### config.mk
export PLATFORM = sky130hd
export DESIGN_NAME = rgb_led_breathe_flash_pattern_core
export DESIGN_NICKNAME = d
export VERILOG_FILES = /design/src/hdl/rlbf_pkg.sv /design/src/hdl/rgb_led_breathe_flash_pattern_core.sv
export VERILOG_INCLUDE_DIRS = /design/src /design/src/hdl
export SDC_FILE = /design/constraint.sdc
export NUM_CORES = 1
export LEC_CHECK = 0
export BUFFER_PORTS_ARGS = -buffer_cell sky130_fd_sc_hd__buf_2
export CAP_MARGIN = 20
export CELL_PAD_IN_SITES_DETAIL_PLACEMENT = 0
export CELL_PAD_IN_SITES_GLOBAL_PLACEMENT = 1
export CORE_AREA = 4 4 278 280
export DETAILED_ROUTE_END_ITERATION = 16
export DIE_AREA = 0 0 282 284
export PLACE_DENSITY_LB_ADDON = 0.1
export SYNTH_ARGS = -nofsm -noshare
export SYNTH_HDL_FRONTEND = slang
export SYNTH_SLANG_ARGS = --single-unit
### constraint.sdc
create_clock -name clk -period 19.2 [get_ports clk]
set_input_delay 1.92 -clock clk [delete_from_list [all_inputs] [get_ports clk]]
set_output_delay 1.92 -clock clk [all_outputs]
set_load 0.005 [all_outputs]
### src/hdl/rgb_led_breathe_flash_pattern_core_defines.svh
// assertion macros for the rgb led breathe and flash pattern core
`ifndef RGB_LED_BREATHE_FLASH_PATTERN_CORE_DEFINES_SVH
`define RGB_LED_BREATHE_FLASH_PATTERN_CORE_DEFINES_SVH

// same-cycle implication, checked out of reset
`define RLBF_ASSERT_NOW(label, ante, cons, msg) \
    label: assert property (@(posedge clk) disable iff (!rst_n) (ante) |-> (cons)) \
        else $error(msg);

// next-cycle implication, checked out of reset
`define RLBF_ASSERT_NEXT(label, ante, cons, msg) \
    label: assert property (@(posedge clk) disable iff (!rst_n) (ante) |=> (cons)) \
        else $error(msg);

`endif

### src/hdl/rlbf_pkg.sv
// types, constants and helpers for the rgb led breathe and flash pattern core
package rlbf_pkg;

    localparam int NOW_W   = 32;
    localparam int PHASE_W = 11;
    localparam int LIN_W   = 10;
    localparam int NUM_W   = 18;
    localparam int SETL_W  = 12;
    localparam int CNT_W   = 6;
    localparam int ADDR_W  = 4;
    localparam int DATA_W  = 32;

    localparam logic [PHASE_W-1:0] BREATH_PERIOD_MS = 11'd2000;
    localparam logic [PHASE_W-1:0] BREATH_HALF_MS   = 11'd1000;
    localparam logic [NOW_W-1:0]   FLASH_LEN_MS     = 32'd600;
    localparam logic [9:0]         BLINK_ON_MS      = 10'd100;
    localparam logic [9:0]         BLINK_PERIOD_MS  = 10'd200;
    localparam logic [SETL_W-1:0]  SETTLE_RISE      = 12'd1000;
    localparam logic [SETL_W-1:0]  SETTLE_FALL      = 12'd3000;
    localparam logic [7:0]         FULL_LEVEL       = 8'd255;

    localparam logic [CNT_W-1:0]   MOD_STEPS = 6'(NOW_W - 1);
    localparam logic [CNT_W-1:0]   LIN_STEPS = 6'(NUM_W - 1);

    localparam logic [7:0] RED_RESET   = 8'd128;
    localparam logic [7:0] GREEN_RESET = 8'd0;
    localparam logic [7:0] BLUE_RESET  = 8'd128;

    localparam logic [1:0] REG_RED   = 2'd0;
    localparam logic [1:0] REG_GREEN = 2'd1;
    localparam logic [1:0] REG_BLUE  = 2'd2;

    typedef struct packed {
        logic [31:0] now_ms;
        logic        link_up;
        logic        axis_moving;
        logic        flash_request;
    } tick_t;

    typedef struct packed {
        logic [7:0] red_out;
        logic [7:0] green_out;
        logic [7:0] blue_out;
    } drive_t;

    // exact floor(x / 255) for x up to 65279
    function automatic logic [7:0] div255(input logic [15:0] x);
        logic [16:0] t;
        t = {1'b0, x} + {9'b0, x[15:8]} + 17'd1;
        return t[15:8];
    endfunction

endpackage

### src/hdl/rgb_led_breathe_flash_pattern_core.sv
// rgb indicator driver: link flash, motion breathing, settle-out and colour scaling
//
//  channel | direction | handshake              | payload
//  --------+-----------+------------------------+----------------------------
//  tick    | in        | tick_valid/tick_ready  | tick_t  (time, link, motion, request)
//  drive   | out       | drive_valid/drive_ready| drive_t (red, green, blue)
//  apb     | in/out    | psel/penable, pready=1 | 8-bit colour registers at 0x0/0x4/0x8
//
//  one tick at a time: an accept step, a pass of the bit-serial mod 2000 unit, an
//  evaluate step, then the output step (flash and idle) or a pass of the same serial
//  unit dividing by 1000, then a squaring step and a level step before output
//  (breathing)
//  reset clears the control state and the indicator state and loads the colour defaults
//  a stalled drive transfer holds its result; the next tick is accepted meanwhile and
//  waits in the output step until the result register is free
module rgb_led_breathe_flash_pattern_core
    import rlbf_pkg::*;
(
    input  logic              clk,
    input  logic              rst_n,

    input  logic              tick_valid,
    output logic              tick_ready,
    input  tick_t             tick,

    output logic              drive_valid,
    input  logic              drive_ready,
    output drive_t            drive,

    input  logic              psel,
    input  logic              penable,
    input  logic              pwrite,
    input  logic [ADDR_W-1:0] paddr,
    input  logic [DATA_W-1:0] pwdata,
    output logic [DATA_W-1:0] prdata,
    output logic              pready
);

    `include "rgb_led_breathe_flash_pattern_core_defines.svh"

    // sequencer states, one-hot
    typedef enum logic [6:0] {
        ST_IDLE = 7'b0000001,
        ST_MOD  = 7'b0000010,
        ST_EVAL = 7'b0000100,
        ST_LIN  = 7'b0001000,
        ST_SQ   = 7'b0010000,
        ST_LVL  = 7'b0100000,
        ST_OUT  = 7'b1000000
    } state_t;

    // control and indicator state (reset)
    state_t              state_reg, state_next;
    logic [CNT_W-1:0]    cnt_reg, cnt_next;
    logic                drive_valid_reg, drive_valid_next;
    logic [7:0]          red_reg, red_next;
    logic [7:0]          green_reg, green_next;
    logic [7:0]          blue_reg, blue_next;
    logic                link_seen_reg, link_seen_next;
    logic [NOW_W-1:0]    flash_start_reg, flash_start_next;
    logic                flash_active_reg, flash_active_next;
    logic                was_moving_reg, was_moving_next;
    logic [NOW_W-1:0]    settle_start_reg, settle_start_next;
    logic [SETL_W-1:0]   settle_len_reg, settle_len_next;

    // datapath (no reset)
    logic [NOW_W-1:0]    now_reg, now_next;
    logic                moving_reg, moving_next;
    logic [NOW_W-1:0]    dvd_reg, dvd_next;
    logic [PHASE_W-1:0]  rem_reg, rem_next;
    logic [7:0]          quo_reg, quo_next;
    logic [PHASE_W-1:0]  phase_reg, phase_next;
    logic [7:0]          lin_reg, lin_next;
    logic [15:0]         prod_reg, prod_next;
    logic [7:0]          level_reg, level_next;
    drive_t              drive_reg, drive_next;

    // serial restoring divider step: one dividend bit per cycle
    logic [PHASE_W:0]    div_d;
    logic [PHASE_W:0]    trial;
    logic                trial_ge;
    logic [PHASE_W-1:0]  rem_step;
    logic [7:0]          quo_step;
    logic                div_busy;

    // evaluate-step terms
    logic [NOW_W-1:0]    flash_elapsed;
    logic [NOW_W-1:0]    settle_elapsed;
    logic [9:0]          blink_t;
    logic                blink_on;
    logic                rising_half;
    logic [LIN_W-1:0]    half_pos;
    logic [NUM_W-1:0]    lin_num;
    logic                tick_start;
    logic                breathe;
    logic                out_free;
    logic                out_load;
    logic                cfg_wr;

    assign div_d    = (state_reg == ST_LIN) ? {1'b0, BREATH_HALF_MS} : {1'b0, BREATH_PERIOD_MS};
    assign trial    = {rem_reg, dvd_reg[NOW_W-1]};
    assign trial_ge = (trial >= div_d);
    assign rem_step = trial_ge ? PHASE_W'(trial - div_d) : trial[PHASE_W-1:0];
    assign quo_step = {quo_reg[6:0], trial_ge};
    assign div_busy = (state_reg == ST_MOD) || (state_reg == ST_LIN);

    assign flash_elapsed  = now_reg - flash_start_reg;
    assign settle_elapsed = now_reg - settle_start_reg;
    assign blink_t        = flash_elapsed[9:0];
    // on during the first half of each 200 ms blink period (flash lasts below 600 ms)
    assign blink_on = (blink_t < BLINK_ON_MS)
                   || ((blink_t >= BLINK_PERIOD_MS) && (blink_t < BLINK_PERIOD_MS + BLINK_ON_MS))
                   || ((blink_t >= 10'(2 * BLINK_PERIOD_MS))
                       && (blink_t < 10'(2 * BLINK_PERIOD_MS) + BLINK_ON_MS));

    assign rising_half = (phase_reg < BREATH_HALF_MS);
    assign half_pos    = rising_half ? phase_reg[LIN_W-1:0]
                                     : LIN_W'(phase_reg - BREATH_HALF_MS);
    // position * 255, divided by 1000 on the serial unit
    assign lin_num     = {half_pos, 8'b0} - {8'b0, half_pos};

    assign tick_start = (tick.link_up & ~link_seen_reg) | tick.flash_request;
    assign out_free   = ~drive_valid_reg | drive_ready;
    assign out_load   = (state_reg == ST_OUT) & out_free;
    assign cfg_wr     = psel & penable & pwrite;

    assign tick_ready  = (state_reg == ST_IDLE);
    assign drive_valid = drive_valid_reg;
    assign drive       = drive_reg;
    assign pready      = 1'b1;

    always_comb
    begin
        case (paddr[3:2])
            REG_RED:   prdata = {24'b0, red_reg};
            REG_GREEN: prdata = {24'b0, green_reg};
            REG_BLUE:  prdata = {24'b0, blue_reg};
            default:   prdata = '0;
        endcase
    end

    always_comb
    begin
        state_next        = state_reg;
        cnt_next          = cnt_reg;
        drive_valid_next  = drive_valid_reg & ~drive_ready;
        red_next          = red_reg;
        green_next        = green_reg;
        blue_next         = blue_reg;
        link_seen_next    = link_seen_reg;
        flash_start_next  = flash_start_reg;
        flash_active_next = flash_active_reg;
        was_moving_next   = was_moving_reg;
        settle_start_next = settle_start_reg;
        settle_len_next   = settle_len_reg;
        now_next          = now_reg;
        moving_next       = moving_reg;
        dvd_next          = dvd_reg;
        rem_next          = rem_reg;
        quo_next          = quo_reg;
        phase_next        = phase_reg;
        lin_next          = lin_reg;
        prod_next         = prod_reg;
        level_next        = level_reg;
        drive_next        = drive_reg;
        breathe           = 1'b0;

        // colour registers; the bus is to write them between ticks, which the block does not enforce
        if (cfg_wr)
        begin
            case (paddr[3:2])
                REG_RED:   red_next   = pwdata[7:0];
                REG_GREEN: green_next = pwdata[7:0];
                REG_BLUE:  blue_next  = pwdata[7:0];
                default:   ;
            endcase
        end

        case (state_reg)
            ST_IDLE:
            begin
                if (tick_valid)
                begin
                    now_next       = tick.now_ms;
                    moving_next    = tick.axis_moving;
                    link_seen_next = tick.link_up;
                    // link rising edge or request restarts the flash sequence
                    if (tick_start)
                    begin
                        flash_start_next  = tick.now_ms;
                        flash_active_next = 1'b1;
                    end
                    dvd_next   = tick.now_ms;
                    rem_next   = '0;
                    cnt_next   = MOD_STEPS;
                    state_next = ST_MOD;
                end
            end
            ST_MOD:
            begin
                dvd_next = {dvd_reg[NOW_W-2:0], 1'b0};
                rem_next = rem_step;
                if (cnt_reg == '0)
                begin
                    phase_next = rem_step;
                    state_next = ST_EVAL;
                end
                else
                begin
                    cnt_next = cnt_reg - 1'b1;
                end
            end
            ST_EVAL:
            begin
                if (flash_active_reg && (flash_elapsed < FLASH_LEN_MS))
                begin
                    level_next = blink_on ? FULL_LEVEL : 8'd0;
                    state_next = ST_OUT;
                end
                else
                begin
                    flash_active_next = 1'b0;
                    was_moving_next   = moving_reg;
                    if (moving_reg)
                    begin
                        settle_len_next = '0;
                        breathe         = 1'b1;
                    end
                    else if (was_moving_reg)
                    begin
                        // keep breathing up to the next peak
                        settle_len_next   = rising_half
                                          ? SETTLE_RISE - {1'b0, phase_reg}
                                          : SETTLE_FALL - {1'b0, phase_reg};
                        settle_start_next = now_reg;
                        breathe           = 1'b1;
                    end
                    else if ((settle_len_reg != '0)
                             && (settle_elapsed < {{(NOW_W-SETL_W){1'b0}}, settle_len_reg}))
                    begin
                        breathe = 1'b1;
                    end
                    else
                    begin
                        settle_len_next = '0;
                        level_next      = FULL_LEVEL;
                    end

                    if (breathe)
                    begin
                        dvd_next   = {lin_num, {(NOW_W-NUM_W){1'b0}}};
                        rem_next   = '0;
                        quo_next   = '0;
                        cnt_next   = LIN_STEPS;
                        state_next = ST_LIN;
                    end
                    else
                    begin
                        state_next = ST_OUT;
                    end
                end
            end
            ST_LIN:
            begin
                dvd_next = {dvd_reg[NOW_W-2:0], 1'b0};
                rem_next = rem_step;
                quo_next = quo_step;
                if (cnt_reg == '0)
                begin
                    lin_next   = rising_half ? quo_step : FULL_LEVEL - quo_step;
                    state_next = ST_SQ;
                end
                else
                begin
                    cnt_next = cnt_reg - 1'b1;
                end
            end
            ST_SQ:
            begin
                prod_next  = 16'(lin_reg) * 16'(lin_reg);
                state_next = ST_LVL;
            end
            ST_LVL:
            begin
                level_next = div255(prod_reg);
                state_next = ST_OUT;
            end
            ST_OUT:
            begin
                if (out_free)
                begin
                    drive_next.red_out   = div255(16'(red_reg) * 16'(level_reg));
                    drive_next.green_out = div255(16'(green_reg) * 16'(level_reg));
                    drive_next.blue_out  = div255(16'(blue_reg) * 16'(level_reg));
                    drive_valid_next     = 1'b1;
                    state_next           = ST_IDLE;
                end
            end
            default:
            begin
                state_next = ST_IDLE;
            end
        endcase
    end

    always_ff @(posedge clk or negedge rst_n)
    begin
        if (!rst_n)
        begin
            state_reg        <= ST_IDLE;
            cnt_reg          <= '0;
            drive_valid_reg  <= 1'b0;
            red_reg          <= RED_RESET;
            green_reg        <= GREEN_RESET;
            blue_reg         <= BLUE_RESET;
            link_seen_reg    <= 1'b0;
            flash_start_reg  <= '0;
            flash_active_reg <= 1'b0;
            was_moving_reg   <= 1'b0;
            settle_start_reg <= '0;
            settle_len_reg   <= '0;
        end
        else
        begin
            state_reg        <= state_next;
            cnt_reg          <= cnt_next;
            drive_valid_reg  <= drive_valid_next;
            red_reg          <= red_next;
            green_reg        <= green_next;
            blue_reg         <= blue_next;
            link_seen_reg    <= link_seen_next;
            flash_start_reg  <= flash_start_next;
            flash_active_reg <= flash_active_next;
            was_moving_reg   <= was_moving_next;
            settle_start_reg <= settle_start_next;
            settle_len_reg   <= settle_len_next;
        end
    end

    always_ff @(posedge clk)
    begin
        now_reg    <= now_next;
        moving_reg <= moving_next;
        dvd_reg    <= dvd_next;
        rem_reg    <= rem_next;
        quo_reg    <= quo_next;
        phase_reg  <= phase_next;
        lin_reg    <= lin_next;
        prod_reg   <= prod_next;
        level_reg  <= level_next;
        drive_reg  <= drive_next;
    end

    // a transfer on the tick channel always starts the mod 2000 pass
    `RLBF_ASSERT_NEXT(a_tick_mod, tick_valid && tick_ready, state_reg == ST_MOD, "no phase pass")
    // the serial remainder stays below the active divisor
    `RLBF_ASSERT_NOW(a_rem_bound, div_busy, {1'b0, rem_reg} < div_d, "remainder out of range")
    // a settle window never exceeds one breathing cycle
    `RLBF_ASSERT_NOW(a_settle_bound, 1'b1, settle_len_reg <= {1'b0, BREATH_PERIOD_MS}, "bad settle")
    // leaving the output step with a free slot presents a result next cycle
    `RLBF_ASSERT_NEXT(a_out_presents, out_load, drive_valid && tick_ready, "result not presented")

endmodule
==> results_dict.tcl, run 1 <==
set metrics [dict create \
    status "finished clean" \
    gr-usage-all-layers_pct 17.0 \
    hold_viol 0 \
    grt_antenna_before_repair 6 \
    hp-start "rem_reg[0]" \
    port_buffers 85 \
    p_per_area_mw_per_mm2 95.1 \
    drv_slew 0 \
    ys_warn_count 0 \
    max_slew_margin_pct 27.6 \
    start_util_pct 33.8 \
    die_y_um 284 \
    setup_viol 0 \
    layout.nets 3149 \
    ctsResizeCount 0 \
    grt_max_degree 76 \
    area_growth_pct 10.5 \
    max-cap-violations 0 \
    routed_wl_um 67600 \
    ctsLongestPathBuffers 3 \
    worstSetupPathType "register to register" \
    clock_sinks 266 \
    peakVddDrop_mv 0.0725 \
    hold_depth 0 \
    post-dp-hpwl_um 52700 \
    htree_num_levels 2 \
    wire_per_inst_um 18.3 \
    yosysTopAreaCellShare_pct 17.8 \
    skew_ns 0.0351 \
    ys_async_sr_fraction_pct 44.0 \
    finalCritPeriodShare_pct 37.6 \
    critPathMaxFanout 24 \
    tns_ns 0 \
    ys_seq_area_share_pct 29.4 \
    clock_latency_ns 0.57 \
    rsz0062_at_grt "no" \
    synth_area_leaders "edfxtp_1 18%, ha_1 12%, dfrtp_1 11%, fa_1 11%, and2_1 5.2%" \
    cts_tree "yes" \
    yosys.area.top_type "edfxtp_1" \
    fmax_mhz 138 \
    grt_first_pass_wirelength_um 109000 \
    cts_made_buffers 36 \
    synth_seq_cells 266 \
    core-area_mm2 0.0744 \
    drtIter0Drc 946 \
    critPathCaptureType "register" \
    r2r_slack_ns 11.97 \
    fp.dieW_um 282 \
    drive_gt1_share_pct 11.4 \
    p_leak_nw 12.7 \
    netlist_area_mm2 0.0252 \
    holdCritPathClass "register to register" \
    fin_crit_ns 7.23 \
    grt_pass1_vias 19700 \
    synth.distinct_cells 97 \
    die_area_mm2 0.0801 \
    critical_path_required_ns 19.49 \
    r2r-start "level_reg[2]" \
    num_io_pins 137 \
    first_pass_iters 6 \
    postRouteAntennaNets 0 \
    r2r_cells 26 \
    holdBufCountCts 0 \
    vias 18900 \
    worstMarginPinSlew_ns 1.09 \
    cts_root_buf "clkbuf_16" \
    rows 100 \
    crit_path_start_kind "register" \
    reg2reg_to "drive[7]" \
    grt_overflow_total 0 \
    hold-path-endpoint "phase_reg[1]" \
    syn_avg_cell_area_um2 9.58 \
    clk_pin_slew_worst_paths_ns 0.06 \
    cts_setup_buffers 0 \
    avgViaCountPerCell 5.14 \
    synth_flop_cell "edfxtp_1" \
    synth_edf_count 149 \
    cp_data_arrival_time_ns 7.52 \
    fin_cells 3687 \
    drc_errors 0 \
    syn_inst 2631 \
    dp.cells 3618 \
    gp_congestion 0.852 \
]
==> placed cells by master, fill, tap and decap left out, types with 19 or more instances in the layout <==
| master | instances |
|---|---|
| dfrtp_1 | 114 |
| nand2b_1 | 24 |
| buf_2 | 84 |
| nor2b_1 | 23 |
| nand3_1 | 39 |
| and3_1 | 22 |
| nor2_1 | 121 |
| clkbuf_16 | 36 |
| a21o_1 | 35 |
| nand4_1 | 23 |
| edfxtp_1 | 149 |
| mux2i_1 | 20 |
| inv_1 | 302 |
| o21ai_0 | 97 |
| a21oi_1 | 137 |
| nand2_1 | 187 |
| nor3_1 | 40 |
| fa_1 | 136 |
| o21bai_1 | 22 |
| mux2_2 | 98 |
| ha_1 | 247 |
| conb_1 | 25 |
| xor2_1 | 55 |
| xnor2_1 | 106 |
| o211ai_1 | 19 |
| and2_1 | 208 |
==> synthesized netlist by cell type, types with 19 or more instances <==
cell type  count
o211ai_1      19
a21o_1        35
xnor2_1      106
edfxtp_1     149
clkbuf_1      69
nand2_1      187
o21ai_0       97
nor2_1       122
nand4_1       23
mux2_2        98
dfrtp_1      114
nor3_1        40
xor2_1        55
nand2b_1      24
and2_1       208
inv_1        303
fa_1         136
ha_1         247
nor2b_1       24
nand3_1       39
o21bai_1      22
mux2i_1       20
buf_4         30
a21oi_1      139
and3_1        22
==> power breakdown <==
part | internal, W | total (W) | switching, W
sequential | 0.000731 | 0.000830 | 0.0000990
combinational | 0.000421 | 0.00110 | 0.000675
clock | 0.000451 | 0.000722 | 0.000270
total | 0.00160 | 0.00265 | 0.00104
==> worst max-delay path by stage <==
stage,startpoint,end,slack [ns],cells after the start
floorplan,now_reg[0],dvd_reg[0],12.45,21
global placement,level_reg[2],drive[7],12.00,26
detailed placement,level_reg[2],drive[7],11.94,26
CTS,level_reg[2],drive[7],11.87,26
global route,level_reg[2],drive[1],11.38,26
finish,level_reg[2],drive[7],11.97,26
==> through the flow <==
| step | utilization, % | setup WS (ns) | hold slack (ns) | area (um2) | power, W |
|---|---|---|---|---|---|
| after floorplan | - | 12.45 | 0.432 | 25300 | 0.00159 |
| after global placement | 35.6 | 12.00 | 0.468 | 26500 | 0.00193 |
| after detailed placement | 35.6 | 11.94 | 0.473 | 26500 | 0.00194 |
| after CTS | 37.4 | 11.87 | 0.477 | 27800 | 0.00268 |
| after global routing | 37.4 | 11.38 | 0.481 | 27800 | 0.00284 |
| final | 37.4 | 11.97 | 0.479 | 27800 | 0.00265 |
==> routing by layer <==
layer,up-vias,GRT usage [%],part of all wire (%)
li1,9208,-,-
met1,9369,23.1,47
met2,275,28.7,47
met3,88,2.30,3.8
met4,0,4.00,2.3
met5,-,0,0
==> logic make-up (layout without fill, tap and decap cells) <==
family,after synthesis,in the layout,synth area share (%)
AO/OA/AOI/OAI,505,505,13.3
XOR/XNOR,162,162,5.69
adder cells (fa/ha/maj),383,383,23.1
buffers and inverters,411,473,6.78
flip-flops,266,266,29.4
multiplexers,118,118,5.17
other,2,27,0.0298
AND/OR/NAND/NOR,784,784,16.5
==> worst max-delay path: stages (launching register included) <==
cell and delay, ns:
edfxtp_1 1.06, nand2_1 0.16, fa_1 0.49, fa_1 0.50, inv_1 0.06, fa_1 0.53, inv_1 0.05, fa_1 0.53
inv_1 0.04, ha_1 0.34, inv_1 0.07, o21bai_1 0.08, a2111oi_0 0.77, nor2_1 0.13, and2_1 0.21, o21a_1 0.18
o21ai_0 0.24, nand2_1 0.07, o21ai_0 0.10, xnor2_1 0.24, ha_1 0.26, nor2_1 0.07, a21boi_0 0.13, o31a_1 0.14
nor2_1 0.21, nand3_1 0.13, xnor2_1 0.16
==> cell type report <==
class	instances	area, um2
fillers	7516	46600
clock inverters	17	267
multi-input cells	1977	16200
diodes	2	5.00
clock buffers	49	1010
flip-flops and latches	266	7410
well taps	969	1210
repair buffers	104	594
inverters	303	1140
Note: power is estimated with default switching activity, not from simulation.
==> run 2, diff against run 1 <==
--- a/config.mk
+++ b/config.mk
@@ -6,13 +6,14 @@
 export SDC_FILE = /design/constraint.sdc
 export NUM_CORES = 1
 export LEC_CHECK = 0
+export ABC_AREA = 1
 export BUFFER_PORTS_ARGS = -buffer_cell sky130_fd_sc_hd__buf_2
 export CAP_MARGIN = 20
 export CELL_PAD_IN_SITES_DETAIL_PLACEMENT = 0
 export CELL_PAD_IN_SITES_GLOBAL_PLACEMENT = 1
-export CORE_AREA = 4 4 278 280
+export CORE_AREA = 4 4 286 288
 export DETAILED_ROUTE_END_ITERATION = 16
-export DIE_AREA = 0 0 282 284
+export DIE_AREA = 0 0 290 292
 export PLACE_DENSITY_LB_ADDON = 0.1
 export SYNTH_ARGS = -nofsm -noshare
 export SYNTH_HDL_FRONTEND = slang
==> constraint.sdc (replaced) <==
create_clock -name clk -period 6.58 [get_ports clk]
set_input_delay 0.658 -clock clk [delete_from_list [all_inputs] [get_ports clk]]
set_output_delay 0.658 -clock clk [all_outputs]
set_load 0.005 [all_outputs]
==> run 2 against run 1 <==
- maximum frequency up 19%
- via count up 19%
- global-route usage up 1.3 points
- critical endpoint is now drive[14]
==> results_dict.tcl, run 2 <==
set metrics [dict create \
    r2r_slack_ns 0.51 \
    gr-usage-all-layers_pct 18.3 \
    layout.nets 4301 \
    hold_viol 0 \
    antennaDiodeCount 0 \
    crit_top_cell "nand2_1" \
    synth_seq_cells 266 \
    fp.dieW_um 290 \
    ys_seq_area_share_pct 27.6 \
    cts_tree "yes" \
    crit_path_start_kind "register" \
    cts_made_buffers 36 \
    ys_async_sr_fraction_pct 44.0 \
    skew_ns 0.0309 \
    peakVddDrop_mv 0.224 \
    clock_sinks 266 \
    cpLargestDelayFamily "adder cells" \
    status "finished clean" \
    p_per_area_mw_per_mm2 258 \
    drv_slew 0 \
    ctsLongestPathBuffers 3 \
    yosysTopAreaCellShare_pct 16.7 \
    rows 103 \
    ys_warn_count 0 \
    max_slew_margin_pct 29.4 \
    reg2reg_to "drive[14]" \
    gp_congestion 0.832 \
    tns_ns 0 \
    synth.most_common_cell "nand2_1" \
    num_io_pins 137 \
    crit_buf_inv 7 \
    r2r-start "level_reg[4]" \
    grt_first_pass_wirelength_um 124000 \
    grt_antenna_before_repair 0 \
    wire_per_inst_um 15.8 \
    grt-busiest-layer "met2" \
    fmax_mhz 165 \
    htree_num_levels 2 \
    start_util_pct 34.0 \
    dp.cells 4846 \
    core-area_mm2 0.0789 \
    syn_avg_cell_area_um2 7.15 \
    met1_usage_pct 26.0 \
    routed_wl_um 77500 \
    startpoint "level_reg[4]" \
    die_y_um 292 \
    slowest_stage "fa_1" \
    holdCritPathClass "primary input to asynchronous set/reset pin" \
    syn_inst 3751 \
    port_buffers 85 \
    p_leak_nw 17.0 \
    final_common_cell "nand2_1" \
    post-route-util_pct 37.8 \
    synth_area_leaders "edfxtp_1 17%, nand2_1 16%, inv_1 12%, ha_1 12%, dfrtp_1 11%" \
    post-dp-hpwl_um 63100 \
    cp_data_arrival_time_ns 6.40 \
    rsz0062_at_grt "no" \
    synth_edf_count 149 \
    holdBufCountCts 0 \
    use_met2_pct 30.0 \
    avgViaCountPerCell 4.57 \
    critPathCaptureType "register" \
    drtIter0Drc 1171 \
    clock_latency_ns 0.57 \
    fin_crit_ns 6.07 \
    max-cap-violations 0 \
    setup_viol 0 \
    grt_max_degree 65 \
    grt_overflow_total 0 \
    critical_path_required_ns 6.91 \
    netlist_area_mm2 0.0268 \
    worstSetupPathType "register to register" \
    finalCritPeriodShare_pct 92.2 \
    die_area_mm2 0.0847 \
    drc_errors 0 \
    first_pass_iters 5 \
    netlist_top_cells_count "1116 x nand2_1, 847 x inv_1, 247 x ha_1, 224 x nor2_1, 210 x nand3_1" \
    critPathMaxFanout 11 \
    cts_root_buf "clkbuf_16" \
    final_cell_mix "1116 x nand2_1, 846 x inv_1, 247 x ha_1" \
    grt_pass1_vias 22400 \
    fillerInstances 8606 \
    clk_pin_slew_worst_paths_ns 0.06 \
    area_growth_pct 11.0 \
    vias 22500 \
    fin_cells 4918 \
    drive_gt1_share_pct 6.10 \
    yosys.area.top_type "edfxtp_1" \
    synth.distinct_cells 59 \
    worstMarginPinSlew_ns 1.06 \
    r2r_cells 29 \
    postRouteAntennaNets 0 \
    synth_flop_cell "edfxtp_1" \
    met3_usage_pct 1.89 \
    max_stage_delay_ns 0.55 \
]
[run 2: final cells by class]
type	instances	area, um2	area share, %
Multi-Input combinational cell	2546	15800	53.0
Sequential cell	266	7410	24.9
Inverter	853	3200	10.7
Tap cell	1050	1310	4.41
Clock buffer	48	1040	3.49
Timing Repair Buffer	137	851	2.86
Clock inverter	18	198	0.664
[run 2: per-stage QoR]
step           setup slack [ns]  hold WS (ns)  cell area, um2  power (W)
2_1_floorplan             0.807         0.362           26900    0.00466
3_3_place_gp              0.214         0.441           28500    0.00571
3_5_place_dp              0.280         0.447           28500    0.00570
4_1_cts                   0.301         0.119           29700    0.00781
5_1_grt                 0.00330         0.168           29800    0.00833
6_report                  0.512         0.125           29800    0.00769
[run 2: worst register-to-register path, delay by kind of cell (launching register included)]
family                   cells  cell delay, ns
buffers and inverters        7            0.63
AND/OR/NAND/NOR             10            0.98
flip-flops                   1            0.41
AO/OA/AOI/OAI                6            1.13
adder cells (fa/ha/maj)      6            2.66
[run 2: per-layer routing]
metal	vias up	routed length, um
li1	11700	-
met1	10400	38800
met2	296	34600
met3	73	2450
met4	0	1680
met5	-	0
[run 2: kinds of logic (layout without fill, tap and decap cells)]
| kind of cell | count (synthesis) | in the layout | synth area share (%) |
|---|---|---|---|
| AOI/OAI and AO/OA | 351 | 351 | 7.21 |
| xor gates and xnor gates | 100 | 100 | 3.46 |
| adders and majority gates | 383 | 383 | 21.7 |
| buffers and inverters | 962 | 1056 | 14.0 |
| DFF | 266 | 266 | 27.6 |
| other | 2 | 25 | 0.0280 |
| and+or+nand+nor | 1687 | 1687 | 26.0 |
[run 2: how the worst max path moves through the flow]
stage	end	slack (ns)	depth (start not counted)
after floorplan	drive[14]	0.81	27
after CTS	drive[14]	0.30	26
after global placement	drive[14]	0.21	26
after detailed placement	drive[14]	0.28	26
after global routing	drive[6]	0.003	29
final	drive[14]	0.51	29
[run 2: timing repair]
action                                  4_1_cts  5_1_grt
endpoints found under the hold margin         0        0
gates resized for setup                       0        2
setup buffers                                 0        6
endpoints found under the setup margin        0       20
[run 2: power by group]
group | switching, W | internal (W) | total, W | leakage, nW
sequential | 0.000273 | 0.00221 | 0.00248 | 2.94
clock | 0.000835 | 0.00121 | 0.00204 | 0.604
combinational | 0.00218 | 0.000996 | 0.00317 | 13.4
